File: config.mk
export PLATFORM = sky130hd
export DESIGN_NAME = line_pixel_walker_core
export DESIGN_NICKNAME = d
export VERILOG_FILES = /design/src/rtl/lpw_pkg.sv /design/src/rtl/lpw_walker.sv /design/src/rtl/line_pixel_walker_core.sv
export SDC_FILE = /design/constraint.sdc
export NUM_CORES = 1
export LEC_CHECK = 0
export BUFFER_PORTS_ARGS = -buffer_cell sky130_fd_sc_hd__buf_2
export CAP_MARGIN = 5
export CORE_AREA = 8 8 166 168
export CTS_CLUSTER_SIZE = 14
export DETAILED_ROUTE_END_ITERATION = 7
export DIE_AREA = 0 0 174 176
export PLACE_DENSITY = 0.81
export SLEW_MARGIN = 20
export SYNTH_ARGS = -nofsm -noshare
export SYNTH_HDL_FRONTEND = slang
export SYNTH_SLANG_ARGS = --single-unit
File: constraint.sdc
create_clock -name clock -period 5.4 [get_ports clock]
set_input_delay 1.08 -clock clock [delete_from_list [all_inputs] [get_ports clock]]
set_output_delay 1.08 -clock clock [all_outputs]
set_load 0.01 [all_outputs]
File: src/rtl/lpw_pkg.sv
package lpw_pkg;

   localparam int COORD_W = 10;
   localparam int INDEX_W = 20;
   // Cross products (row offset * dx, dy * column offset) plus sign and margin.
   localparam int PROD_W = 2 * COORD_W + 2;

   localparam int SCREEN_WIDTH = 1024;
   localparam logic [INDEX_W-1:0] ROW_STEP = INDEX_W'(SCREEN_WIDTH);

   localparam logic FUNC_LOAD = 1'b0;
   localparam logic FUNC_ADVANCE = 1'b1;

   typedef enum logic [1:0] {
      MODE_VERTICAL = 2'd0,
      MODE_HORIZONTAL = 2'd1,
      MODE_RISING = 2'd2,
      MODE_FALLING = 2'd3
   } mode_type;

   typedef struct packed {
      logic func;
      logic [COORD_W-1:0] end_a_x;
      logic [COORD_W-1:0] end_a_y;
      logic [COORD_W-1:0] end_b_x;
      logic [COORD_W-1:0] end_b_y;
   } item_type;

   typedef struct packed {
      logic [COORD_W-1:0] pixel_x;
      logic [COORD_W-1:0] pixel_y;
      logic [INDEX_W-1:0] pixel_index;
      logic last_pixel;
   } pixel_type;

   typedef struct packed {
      logic valid;
      pixel_type pixel;
   } result_type;

endpackage

File: src/rtl/lpw_walker.sv
module lpw_walker
   import lpw_pkg::*;
(
   input logic clock,
   input logic reset,
   input logic step_en,
   input item_type item,
   output result_type result
);

   logic [COORD_W-1:0] walk_x_ff, walk_x_in;
   logic [COORD_W-1:0] walk_y_ff, walk_y_in;
   logic [COORD_W-1:0] left_x_ff, left_x_in;
   logic [COORD_W-1:0] left_y_ff, left_y_in;
   logic [COORD_W-1:0] right_x_ff, right_x_in;
   logic [COORD_W-1:0] right_y_ff, right_y_in;
   logic [COORD_W-1:0] dx_ff, dx_in;
   logic signed [COORD_W:0] dy_ff, dy_in;
   logic [INDEX_W-1:0] index_ff, index_in;
   // Running cross products: lhs = (y - left_y) * dx, rhs = dy * (x - left_x)
   logic signed [PROD_W-1:0] lhs_ff, lhs_in;
   logic signed [PROD_W-1:0] rhs_ff, rhs_in;
   mode_type mode_ff, mode_in;
   logic active_ff, active_in;

   logic [COORD_W-1:0] sel_lx, sel_ly, sel_rx, sel_ry;
   logic signed [PROD_W-1:0] dx_ext, dy_ext;
   logic on_line;
   logic last;

   assign dx_ext = PROD_W'(signed'({1'b0, dx_ff}));
   assign dy_ext = PROD_W'(dy_ff);
   assign on_line = (mode_ff == MODE_RISING) ? (lhs_ff <= rhs_ff) : (lhs_ff >= rhs_ff);

   always_comb begin
      if (item.end_b_x >= item.end_a_x) begin
         sel_lx = item.end_a_x;
         sel_ly = item.end_a_y;
         sel_rx = item.end_b_x;
         sel_ry = item.end_b_y;
      end else begin
         sel_lx = item.end_b_x;
         sel_ly = item.end_b_y;
         sel_rx = item.end_a_x;
         sel_ry = item.end_a_y;
      end
   end

   always_comb begin
      walk_x_in = walk_x_ff;
      walk_y_in = walk_y_ff;
      left_x_in = left_x_ff;
      left_y_in = left_y_ff;
      right_x_in = right_x_ff;
      right_y_in = right_y_ff;
      dx_in = dx_ff;
      dy_in = dy_ff;
      index_in = index_ff;
      lhs_in = lhs_ff;
      rhs_in = rhs_ff;
      mode_in = mode_ff;
      active_in = active_ff;
      last = 1'b0;
      result.valid = 1'b0;

      if (step_en && item.func == FUNC_LOAD) begin
         left_x_in = sel_lx;
         left_y_in = sel_ly;
         right_x_in = sel_rx;
         right_y_in = sel_ry;
         dx_in = sel_rx - sel_lx;
         dy_in = signed'({1'b0, sel_ry}) - signed'({1'b0, sel_ly});
         walk_x_in = sel_lx;
         walk_y_in = sel_ly;
         index_in = INDEX_W'(sel_ly) * ROW_STEP + INDEX_W'(sel_lx);
         lhs_in = '0;
         rhs_in = '0;
         active_in = 1'b1;
         if (sel_lx == sel_rx) begin
            mode_in = MODE_VERTICAL;
         end else if (sel_ly == sel_ry) begin
            mode_in = MODE_HORIZONTAL;
         end else if (sel_ry > sel_ly) begin
            mode_in = MODE_RISING;
         end else begin
            mode_in = MODE_FALLING;
         end
      end else if (step_en && active_ff) begin
         case (mode_ff)
            MODE_VERTICAL: begin
               last = (walk_y_ff == right_y_ff);
               result.valid = 1'b1;
               if (last) begin
                  active_in = 1'b0;
               end else if (right_y_ff > walk_y_ff) begin
                  walk_y_in = walk_y_ff + 1'b1;
                  index_in = index_ff + ROW_STEP;
               end else begin
                  walk_y_in = walk_y_ff - 1'b1;
                  index_in = index_ff - ROW_STEP;
               end
            end
            MODE_HORIZONTAL: begin
               last = (walk_x_ff == right_x_ff);
               result.valid = 1'b1;
               if (last) begin
                  active_in = 1'b0;
               end else begin
                  walk_x_in = walk_x_ff + 1'b1;
                  index_in = index_ff + INDEX_W'(1);
               end
            end
            default: begin
               if (on_line) begin
                  last = (walk_x_ff == right_x_ff) && (walk_y_ff == right_y_ff);
                  result.valid = 1'b1;
                  if (last) begin
                     active_in = 1'b0;
                  end else if (mode_ff == MODE_RISING) begin
                     walk_y_in = walk_y_ff + 1'b1;
                     lhs_in = lhs_ff + dx_ext;
                     index_in = index_ff + ROW_STEP;
                  end else begin
                     walk_y_in = walk_y_ff - 1'b1;
                     lhs_in = lhs_ff - dx_ext;
                     index_in = index_ff - ROW_STEP;
                  end
               end else if (walk_x_ff == right_x_ff) begin
                  active_in = 1'b0;
               end else begin
                  // off the ideal line: next column, no pixel
                  walk_x_in = walk_x_ff + 1'b1;
                  rhs_in = rhs_ff + dy_ext;
                  index_in = index_ff + INDEX_W'(1);
               end
            end
         endcase
      end

      result.pixel.pixel_x = walk_x_ff;
      result.pixel.pixel_y = walk_y_ff;
      result.pixel.pixel_index = index_ff;
      result.pixel.last_pixel = last;
   end

   always_ff @(posedge clock) begin
      if (reset) begin
         walk_x_ff <= '0;
         walk_y_ff <= '0;
         left_x_ff <= '0;
         left_y_ff <= '0;
         right_x_ff <= '0;
         right_y_ff <= '0;
         dx_ff <= '0;
         dy_ff <= '0;
         index_ff <= '0;
         lhs_ff <= '0;
         rhs_ff <= '0;
         mode_ff <= MODE_VERTICAL;
         active_ff <= 1'b0;
      end else begin
         walk_x_ff <= walk_x_in;
         walk_y_ff <= walk_y_in;
         left_x_ff <= left_x_in;
         left_y_ff <= left_y_in;
         right_x_ff <= right_x_in;
         right_y_ff <= right_y_in;
         dx_ff <= dx_in;
         dy_ff <= dy_in;
         index_ff <= index_in;
         lhs_ff <= lhs_in;
         rhs_ff <= rhs_in;
         mode_ff <= mode_in;
         active_ff <= active_in;
      end
   end

`ifndef ASSERT_OFF
   logic signed [PROD_W-1:0] chk_row_ofs, chk_col_ofs;
   assign chk_row_ofs = PROD_W'(signed'({1'b0, walk_y_ff})) - PROD_W'(signed'({1'b0, left_y_ff}));
   assign chk_col_ofs = PROD_W'(signed'({1'b0, walk_x_ff})) - PROD_W'(signed'({1'b0, left_x_ff}));

   // Far endpoint ends the line.
   a_last_ends_line: assert property (@(posedge clock) disable iff (reset)
      result.valid && result.pixel.last_pixel |=> !active_ff)
      else $error("line still active after last pixel");

   // Walk never runs past the right endpoint column.
   a_walk_in_span: assert property (@(posedge clock) disable iff (reset)
      active_ff |-> (walk_x_ff >= left_x_ff) && (walk_x_ff <= right_x_ff))
      else $error("walk column outside the line span");

   // Incremental cross products track the exact products.
   a_lhs_exact: assert property (@(posedge clock) disable iff (reset)
      active_ff && (mode_ff == MODE_RISING || mode_ff == MODE_FALLING)
      |-> lhs_ff == chk_row_ofs * dx_ext)
      else $error("row cross product drifted");

   a_rhs_exact: assert property (@(posedge clock) disable iff (reset)
      active_ff && (mode_ff == MODE_RISING || mode_ff == MODE_FALLING)
      |-> rhs_ff == dy_ext * chk_col_ofs)
      else $error("column cross product drifted");
`endif

endmodule

File: src/rtl/line_pixel_walker_core.sv
// Line pixel walker.
// req channel: one transfer per command. tuser = func: load (two endpoints, no
// result) or advance (one walk step, zero or one pixel). The walk state lives
// in the block between commands, so a new load simply replaces the old line.
// rsp channel: one transfer per emitted pixel; tlast marks the far endpoint,
// after which advances give nothing until the next load.
// An advance is taken into the command register; its pixel is registered onto
// rsp. Throughput: one command per cycle unless rsp stalls. Step logic is a
// single pass between the command and result registers; the frame buffer index
// and the slope cross products are running sums, so a step is a few adds and
// one signed compare. Only a load does a row * screen-width multiply.
// Stall: while rsp_tready is low and a pixel is held, the held command waits
// in the command register and req_tready drops; nothing is lost or repeated.
// Reset: synchronous; clears both registers' valid flags and the walk state
// (idle, vertical mode, all coordinates zero).
module line_pixel_walker_core
   import lpw_pkg::*;
(
   input logic clock,
   input logic reset,

   input logic req_tvalid,
   output logic req_tready,
   input logic [39:0] req_tdata,   // end_a_x[9:0], end_a_y[19:10], end_b_x[29:20], end_b_y[39:30]
   input logic req_tuser,          // func: 0 load, 1 advance

   output logic rsp_tvalid,
   input logic rsp_tready,
   output logic [39:0] rsp_tdata,  // pixel_x[9:0], pixel_y[19:10], pixel_index[39:20]
   output logic rsp_tlast          // last_pixel
);

   item_type in_item_ff;
   logic in_valid_ff, in_valid_in;
   pixel_type rsp_pixel_ff;
   logic rsp_valid_ff, rsp_valid_in;

   logic req_fire;
   logic step_go;
   result_type step_res;
   item_type req_item;

   assign req_item.func = req_tuser;
   assign req_item.end_a_x = req_tdata[9:0];
   assign req_item.end_a_y = req_tdata[19:10];
   assign req_item.end_b_x = req_tdata[29:20];
   assign req_item.end_b_y = req_tdata[39:30];

   // held command executes when the result slot is free or draining
   assign step_go = in_valid_ff && (!rsp_valid_ff || rsp_tready);
   assign req_tready = !in_valid_ff || step_go;
   assign req_fire = req_tvalid && req_tready;

   assign in_valid_in = req_fire || (in_valid_ff && !step_go);

   always_comb begin
      rsp_valid_in = rsp_valid_ff;
      if (step_go) begin
         rsp_valid_in = step_res.valid;
      end else if (rsp_tready) begin
         rsp_valid_in = 1'b0;
      end
   end

   lpw_walker u_walker (
      .clock(clock),
      .reset(reset),
      .step_en(step_go),
      .item(in_item_ff),
      .result(step_res)
   );

   always_ff @(posedge clock) begin
      if (reset) begin
         in_valid_ff <= 1'b0;
         rsp_valid_ff <= 1'b0;
      end else begin
         in_valid_ff <= in_valid_in;
         rsp_valid_ff <= rsp_valid_in;
      end
   end

   always_ff @(posedge clock) begin
      if (req_fire) begin
         in_item_ff <= req_item;
      end
      if (step_go) begin
         rsp_pixel_ff <= step_res.pixel;
      end
   end

   assign rsp_tvalid = rsp_valid_ff;
   assign rsp_tdata = {rsp_pixel_ff.pixel_index, rsp_pixel_ff.pixel_y, rsp_pixel_ff.pixel_x};
   assign rsp_tlast = rsp_pixel_ff.last_pixel;

endmodule
## Word level (Yosys, flattened, before mapping)

Cells that the tools add are included.

| word-level totals | value |
|---|---|
| register bits | 212 |
| latch bits | 0 |
| bits in writable memories | 0 |
| memory bits (read-only) | 0 |
| bits of input ports | 45 |
| output and inout port bits | 43 |
| word-level logic and storage cells | 130 |
| memories kept | 0 |

| cells by class | value |
|---|---|
| $add $sub $neg | 12 |
| multipliers | 0 |
| divide/modulo/power cells | 0 |
| $lt $le $gt $ge | 5 |
| eq/ne operators | 14 |
| shift-type cells | 0 |
| muxes and demuxes | 46 |
| bitwise operators | 6 |
| reductions and logical operators | 25 |

Operator list:

| operator | number |
|---|---|
| 20-bit 2-to-1 mux | 8 |
| 10-bit 2-to-1 mux | 15 |
| 22-bit by 11-bit adder with 22-bit output | 2 |
| 10-bit equality test | 4 |
| 10-bit one-hot mux with 2 select lines | 2 |
| 20-bit one-hot mux with 2 select lines | 1 |
| 22-bit >= comparator | 1 |
| 22-bit less-or-equal comparator | 1 |
| 22-bit 2-to-1 mux | 1 |
| 22-bit by 11-bit subtractor with 22-bit output | 1 |
| 10-bit by 1-bit adder with 10-bit output, second input constant | 2 |
| 20-bit by 1-bit adder with 20-bit output, second input constant | 1 |
| 20-bit by 10-bit adder with 20-bit output | 1 |
| 20-bit by 11-bit adder with 20-bit output, second input constant | 1 |
| 10-bit greater-than comparator | 2 |
| 20-bit by 11-bit subtractor with 20-bit output, second input constant | 1 |
| 1-bit 2-to-1 mux | 15 |
| 10-bit by 10-bit subtractor with 11-bit output | 1 |
| 10-bit >= comparator | 1 |
| 5-bit != test, second input constant | 2 |
| 10-bit by 1-bit subtractor with 10-bit output, second input constant | 1 |
| 10-bit subtractor | 1 |
| 3-bit AND reduction | 3 |
| 4-bit AND reduction | 2 |
| 17 further kinds | 38 |

## Longest topological paths before layout

| depth | value |
|---|---|
| depth in word-level cells | 7 |
| mapped depth | 21 |
| depth with buffers taken out | 17 |

## Modules after synthesis

Synthesis repeated with hierarchy kept, for this count alone.

| second synthesis, totals | value |
|---|---|
| cells, all modules | 1612 |
| area, all modules | 13689.4 sq um |

Modules (own cells, without submodules):

| module | instances | cells an instance | area an instance (sq um) |
|---|---|---|---|
| lpw_walker | 1 | 1520 | 11123.2 |
| line_pixel_walker_core | 1 | 92 | 2566.2 |

## Worst setup path before layout

No wires, ideal clock.

| path | value |
|---|---|
| kind | in2reg |
| from | input port rsp_tready |
| to | register u_walker.rhs_ff[20] |
| library setup time | 0.070 ns |
| arrival | 4.294 ns |
| required time | 5.330 ns |
| path slack | 1.035 ns |
| cell stages on the path | 8 |
| cells stage by stage | nand2b_1 and2_0 nand2_1 nor3_1 nand2_1 mux2_2 or3_1 a21oi_1 |

| on the way | value |
|---|---|
| cells in the longest elaborated chain, start to end | 4 |

RTL lines:

| element | RTL line | text |
|---|---|---|
| start, declared | line_pixel_walker_core.sv:28 | `input logic rsp_tready,` |
| 1-bit logical OR * | line_pixel_walker_core.sv:50 | `assign step_go = in_valid_ff && (!rsp_valid_ff \|\| rsp_tready);` |
| 1-bit logical AND * | line_pixel_walker_core.sv:50 |  |
| net step_go | line_pixel_walker_core.sv:39 | `logic step_go;` |
| 1-bit logical AND, on equally long branches | lpw_walker.sv:88, lpw_walker.sv:66 |  |
| 4-bit AND reduction (no line) / 2-bit OR reduction (equally long branches) | - |  |
| end signal, assigned | lpw_walker.sv:172 | `rhs_ff <= rhs_in;` |
| end, declared | lpw_walker.sv:22 | `logic signed [PROD_W-1:0] rhs_ff, rhs_in;` |

The timed path passes the listed nets; every way through them passes the cells marked *.
A chain may end at the register's enable or synchronous reset.

## Final worst setup path

| path | value |
|---|---|
| from | register in_item_ff[36] (netlist bit) |
| to | register u_walker.dx_ff[8] |

| on the way | value |
|---|---|
| cells in the longest elaborated chain, start to end | 3 |

RTL lines:

| element | RTL line | text |
|---|---|---|
| start, declared | line_pixel_walker_core.sv:33 | `item_type in_item_ff;` |
| start signal, assigned | line_pixel_walker_core.sv:85 | `in_item_ff <= req_item;` |
| 10-bit >= comparator | lpw_walker.sv:36 | `if (item.end_b_x >= item.end_a_x) begin` |
| 10-bit 2-to-1 mux | lpw_walker.sv:36 |  |
| 10-bit subtractor * | lpw_walker.sv:71 | `dx_in = sel_rx - sel_lx;` |
| end signal, assigned | lpw_walker.sv:168 | `dx_ff <= dx_in;` |
| end, declared | lpw_walker.sv:17 | `logic [COORD_W-1:0] dx_ff, dx_in;` |

Mark *: on every way between the ends. The rest lies on a longest branch, timed or not.

==> load_flow_metrics.sql <==
INSERT INTO impl_metrics (metric_group, metric, value, unit) VALUES
('outcome', 'outcome', 'finished clean', ''),
('critical_path', 'top_cell_family_by_delay_on_the_critical_path', 'compound AO/OA/AOI/OAI gates', ''),
('critical_path', 'cp-end-kind', 'flop', ''),
('pwr', 'fin_total_pwr', '4.72', 'mW'),
('pwr', 'p_per_area', '309', 'nW/µm²'),
('flow_run', 'cap_violations', '0', ''),
('sta', 'timing.final.crit_period', '4.70', 'ns'),
('sta', 'tightestPinTransition', '1.04', 'ns'),
('synthesis', 'synth.avg_cell_area', '8.55', 'µm²'),
('critical_path', 'timing.critical_path.mode_cell', 'ha_1', ''),
('floorplan', 'die-width', '174', 'µm'),
('sta', 'setup-tns-final', '0', 'ns'),
('sta', 'grt_setup_unrepaired', 'no', ''),
('critical_path', 'startpoint_to_endpoint_class_of_the_critical_path', 'reg2reg', ''),
('grt', 'antenna_found_initial', '1', ''),
('critical_path', 'worst-path-buf-inv', '1', ''),
('synthesis', 'ys.flop_type', 'dfxtp_1', ''),
('grt', 'grt_max_degree', '73', ''),
('synthesis', 'synthesis.area', '13800', 'µm²'),
('cts', 'clk_pin_slew_worst_paths', '0.06', 'ns'),
('final_layout', 'final-seq-area', '5060', 'µm²'),
('cts', 'cts_num_sinks', '212', ''),
('grt', 'first_global_vias', '11400', ''),
('synthesis', 'count_of_flip_flops_with_a_built_in_enable_after_synthesis', '82', ''),
('synthesis', 'synth_async_sr_flop_share', '0', ''),
('cts', 'cts_setup_buffers', '0', ''),
('final_layout', 'num-nets-final', '1802', ''),
('detailed_routing', 'dr.pass1.iters', '5', ''),
('critical_path', 'cp-start-kind', 'flop', ''),
('detailed_routing', 'vias', '12100', ''),
('sta', 'finalClockSkew', '0.0209', 'ns'),
('synthesis', 'synthCells', '1610', ''),
('grt', 'global_route.overflow_total', '0', ''),
('cts', 'cts-buffers-inserted', '25', ''),
('pwr', 'power_leakage', '6.16', 'nW'),
('sta', 'clock.fmax', '213', 'MHz'),
('hold_path', 'worstHoldPathType', 'reg2reg', ''),
('detailed_routing', 'avgViaCountPerCell', '6.04', ''),
('final_layout', 'multiInputGateArea', '8070', 'µm²'),
('critical_path', 'chain_of_cells_forming_the_critical_path', 'inv_1, ha_1, nand2_1, or4_1, a31oi_4, o211ai_1, a21boi_0, ha_1, a32o_1, a211oi_1, a31oi_1, a2111oi_0, o21a_1, or3_1, o2111a_1', ''),
('final_layout', 'most-common-layout-cells', 'nand2_1 (193), nor2_1 (148), dfxtp_1 (130), a21oi_1 (125), ha_1 (93)', ''),
('placement', 'dpl.hpwl', '26800', 'µm'),
('grt', 'grt.total_usage', '0.228', ''),
('cts', 'h_tree_level_count', '1', ''),
('critical_path', 'slowest_delay', '0.72', 'ns'),
('sta', 'final_max_slew_viols', '0', ''),
('critical_path', 'timing.critical_path.fanout_max', '17', ''),
('floorplan', 'die_area', '30600', 'µm²'),
('detailed_routing', 'wl_per_cell', '18.1', 'µm'),
('synthesis', 'synth_seq_cells', '212', ''),
('sta', 'worst_slew_margin_rel', '0.302', ''),
('detailed_routing', 'drt_antenna_net_count', '0', ''),
('sta', 'timing_hold_violations_final', '0', ''),
('final_layout', 'layout.filler_cells', '2146', ''),
('grt', 'grt_pass1_wl', '58300', 'µm'),
('synthesis', 'post_synth_num_cell_types', '83', ''),
('sta', 'layout_worst_path_cycle_share', '0.871', ''),
('detailed_routing', 'iter_0_drt_violations', '1031', ''),
('placement', 'gp_routability_congestion', '0.906', ''),
('cts', 'cts.hold.buffers_added', '0', ''),
('pwr', 'peakVddDrop', '0.361', 'mV'),
('cts', 'tritoncts_clock_tree', 'yes', ''),
('final_layout', 'most_common_cell_after_layout_fill_and_taps_aside', 'nand2_1', ''),
('synthesis', 'synth.yosys.warnings', '0', ''),
('floorplan', 'placementRows', '58', ''),
('cts', 'cts_resized', '0', ''),
('detailed_routing', 'post-route-drc-count', '0', ''),
('final_layout', 'area_growth_from_synthesis_to_final_layout', '11.0', '%'),
('critical_path', 'required', '5.89', 'ns'),
('critical_path', 'worst-endpoint-arrival', '5.20', 'ns'),
('sta', 'final_report_setup_violation_count', '0', '');
[cell families after synthesis]
family / Yosys count / synth area share
adders and majority gates: 109 / 0.0976
AOI/OAI and AO/OA: 420 / 0.206
buffers and inverters: 165 / 0.0482
and+or+nand+nor: 567 / 0.191
DFF: 212 / 0.368
muxes: 24 / 0.0175
xor gates and xnor gates: 113 / 0.0719
[sequential cells by signal (all words and copies together) (netlist names), 2 cells and up]
name / count
in_item_ff: 41
u_walker.index_ff: 20
rsp_tdata: 40
u_walker.dy_ff: 11
u_walker.rhs_ff: 22
u_walker.dx_ff: 10
u_walker.right_y_ff: 10
u_walker.walk_x_ff: 10
u_walker.lhs_ff: 22
u_walker.mode_ff: 2
u_walker.walk_y_ff: 10
u_walker.right_x_ff: 10
[layer usage]
metal,GRT usage,wire length (µm),up-vias,part of all wire
li1,-,-,5946,-
met1,0.292,15600,5655,0.43
met2,0.380,16900,445,0.47
met3,0.0417,2470,91,0.068
met4,0.0873,1310,2,0.036
met5,0,13,-,0.00036
[where the power goes]
| group | internal (mW) | leakage (nW) | switching [mW] |
|---|---|---|---|
| sequential | 1.75 | 1.86 | 0.108 |
| clock | 1.01 | 0.413 | 0.687 |
| combinational | 0.461 | 3.89 | 0.699 |
[Yosys cell counts, types with 5 or more instances]
cell type | n | area, µm²
nand2_1 | 193 | 724
nor2_1 | 149 | 559
dfxtp_1 | 130 | 2600
a21oi_1 | 125 | 626
ha_1 | 93 | 1160
edfxtp_1 | 82 | 2460
inv_1 | 80 | 300
xnor2_1 | 77 | 674
o21ai_0 | 64 | 320
clkbuf_1 | 59 | 221
nor3_1 | 45 | 225
nand3_1 | 41 | 205
xor2_1 | 36 | 315
a31oi_1 | 29 | 181
a211oi_1 | 28 | 210
a21o_1 | 27 | 203
a21boi_0 | 24 | 180
mux2i_1 | 23 | 230
and3_1 | 22 | 138
nand4_1 | 20 | 125
nor2b_1 | 20 | 125
a311oi_1 | 18 | 158
nand2b_1 | 16 | 100
maj3_1 | 14 | 140
or3_1 | 14 | 87.6
nor4_1 | 11 | 68.8
a221oi_1 | 10 | 87.6
and2_1 | 10 | 62.6
o211ai_1 | 10 | 75.1
o31ai_1 | 9 | 67.6
buf_1 | 8 | 30.0
buf_2 | 8 | 40.0
o21bai_1 | 8 | 60.1
or4_1 | 8 | 60.1
o21a_1 | 6 | 45.0
o221ai_1 | 6 | 52.6
a22oi_1 | 5 | 37.5
a41oi_1 | 5 | 43.8
[final timing paths]
| path | from | end | slack (ns) | depth (start not counted) |
|---|---|---|---|---|
| max reg2reg | in_item_ff[36]$_DFFE_PP_ | u_walker.dx_ff[8]$_SDFFE_PP0P_ | 0.70 | 15 |
| min | u_walker.dy_ff[6]$_SDFFE_PP0P_ | u_walker.dy_ff[6]$_SDFFE_PP0P_ | 0.46 | 2 |
| max | in_item_ff[36]$_DFFE_PP_ | u_walker.dx_ff[8]$_SDFFE_PP0P_ | 0.70 | 15 |
| min reg2reg | u_walker.dy_ff[6]$_SDFFE_PP0P_ | u_walker.dy_ff[6]$_SDFFE_PP0P_ | 0.46 | 2 |
[cell type report]
type,count,area share
well taps,330,0.0270
inverters,83,0.0204
multi-input cells,1233,0.528
flip-flops and latches,212,0.332
repair buffers,107,0.0383
clock buffers,35,0.0482
clock inverters,10,0.00647
[through the flow]
step	util	area [µm²]	setup WS [ns]	std cells
after global routing	0.615	15300	0.434	2010
after detailed placement	0.582	14400	0.736	1965
final	0.615	15300	0.696	2010
after floorplan	-	13800	1.04	1610
after CTS	0.615	15300	0.741	2010
after global placement	0.582	14400	0.957	1965
[worst min-delay path: stages (launching register included)]
cell and delay, ns:
dfxtp_1 0.31, nand2_1 0.05, a21oi_1 0.05
No activity file was read; power rests on OpenSTA's default activity.
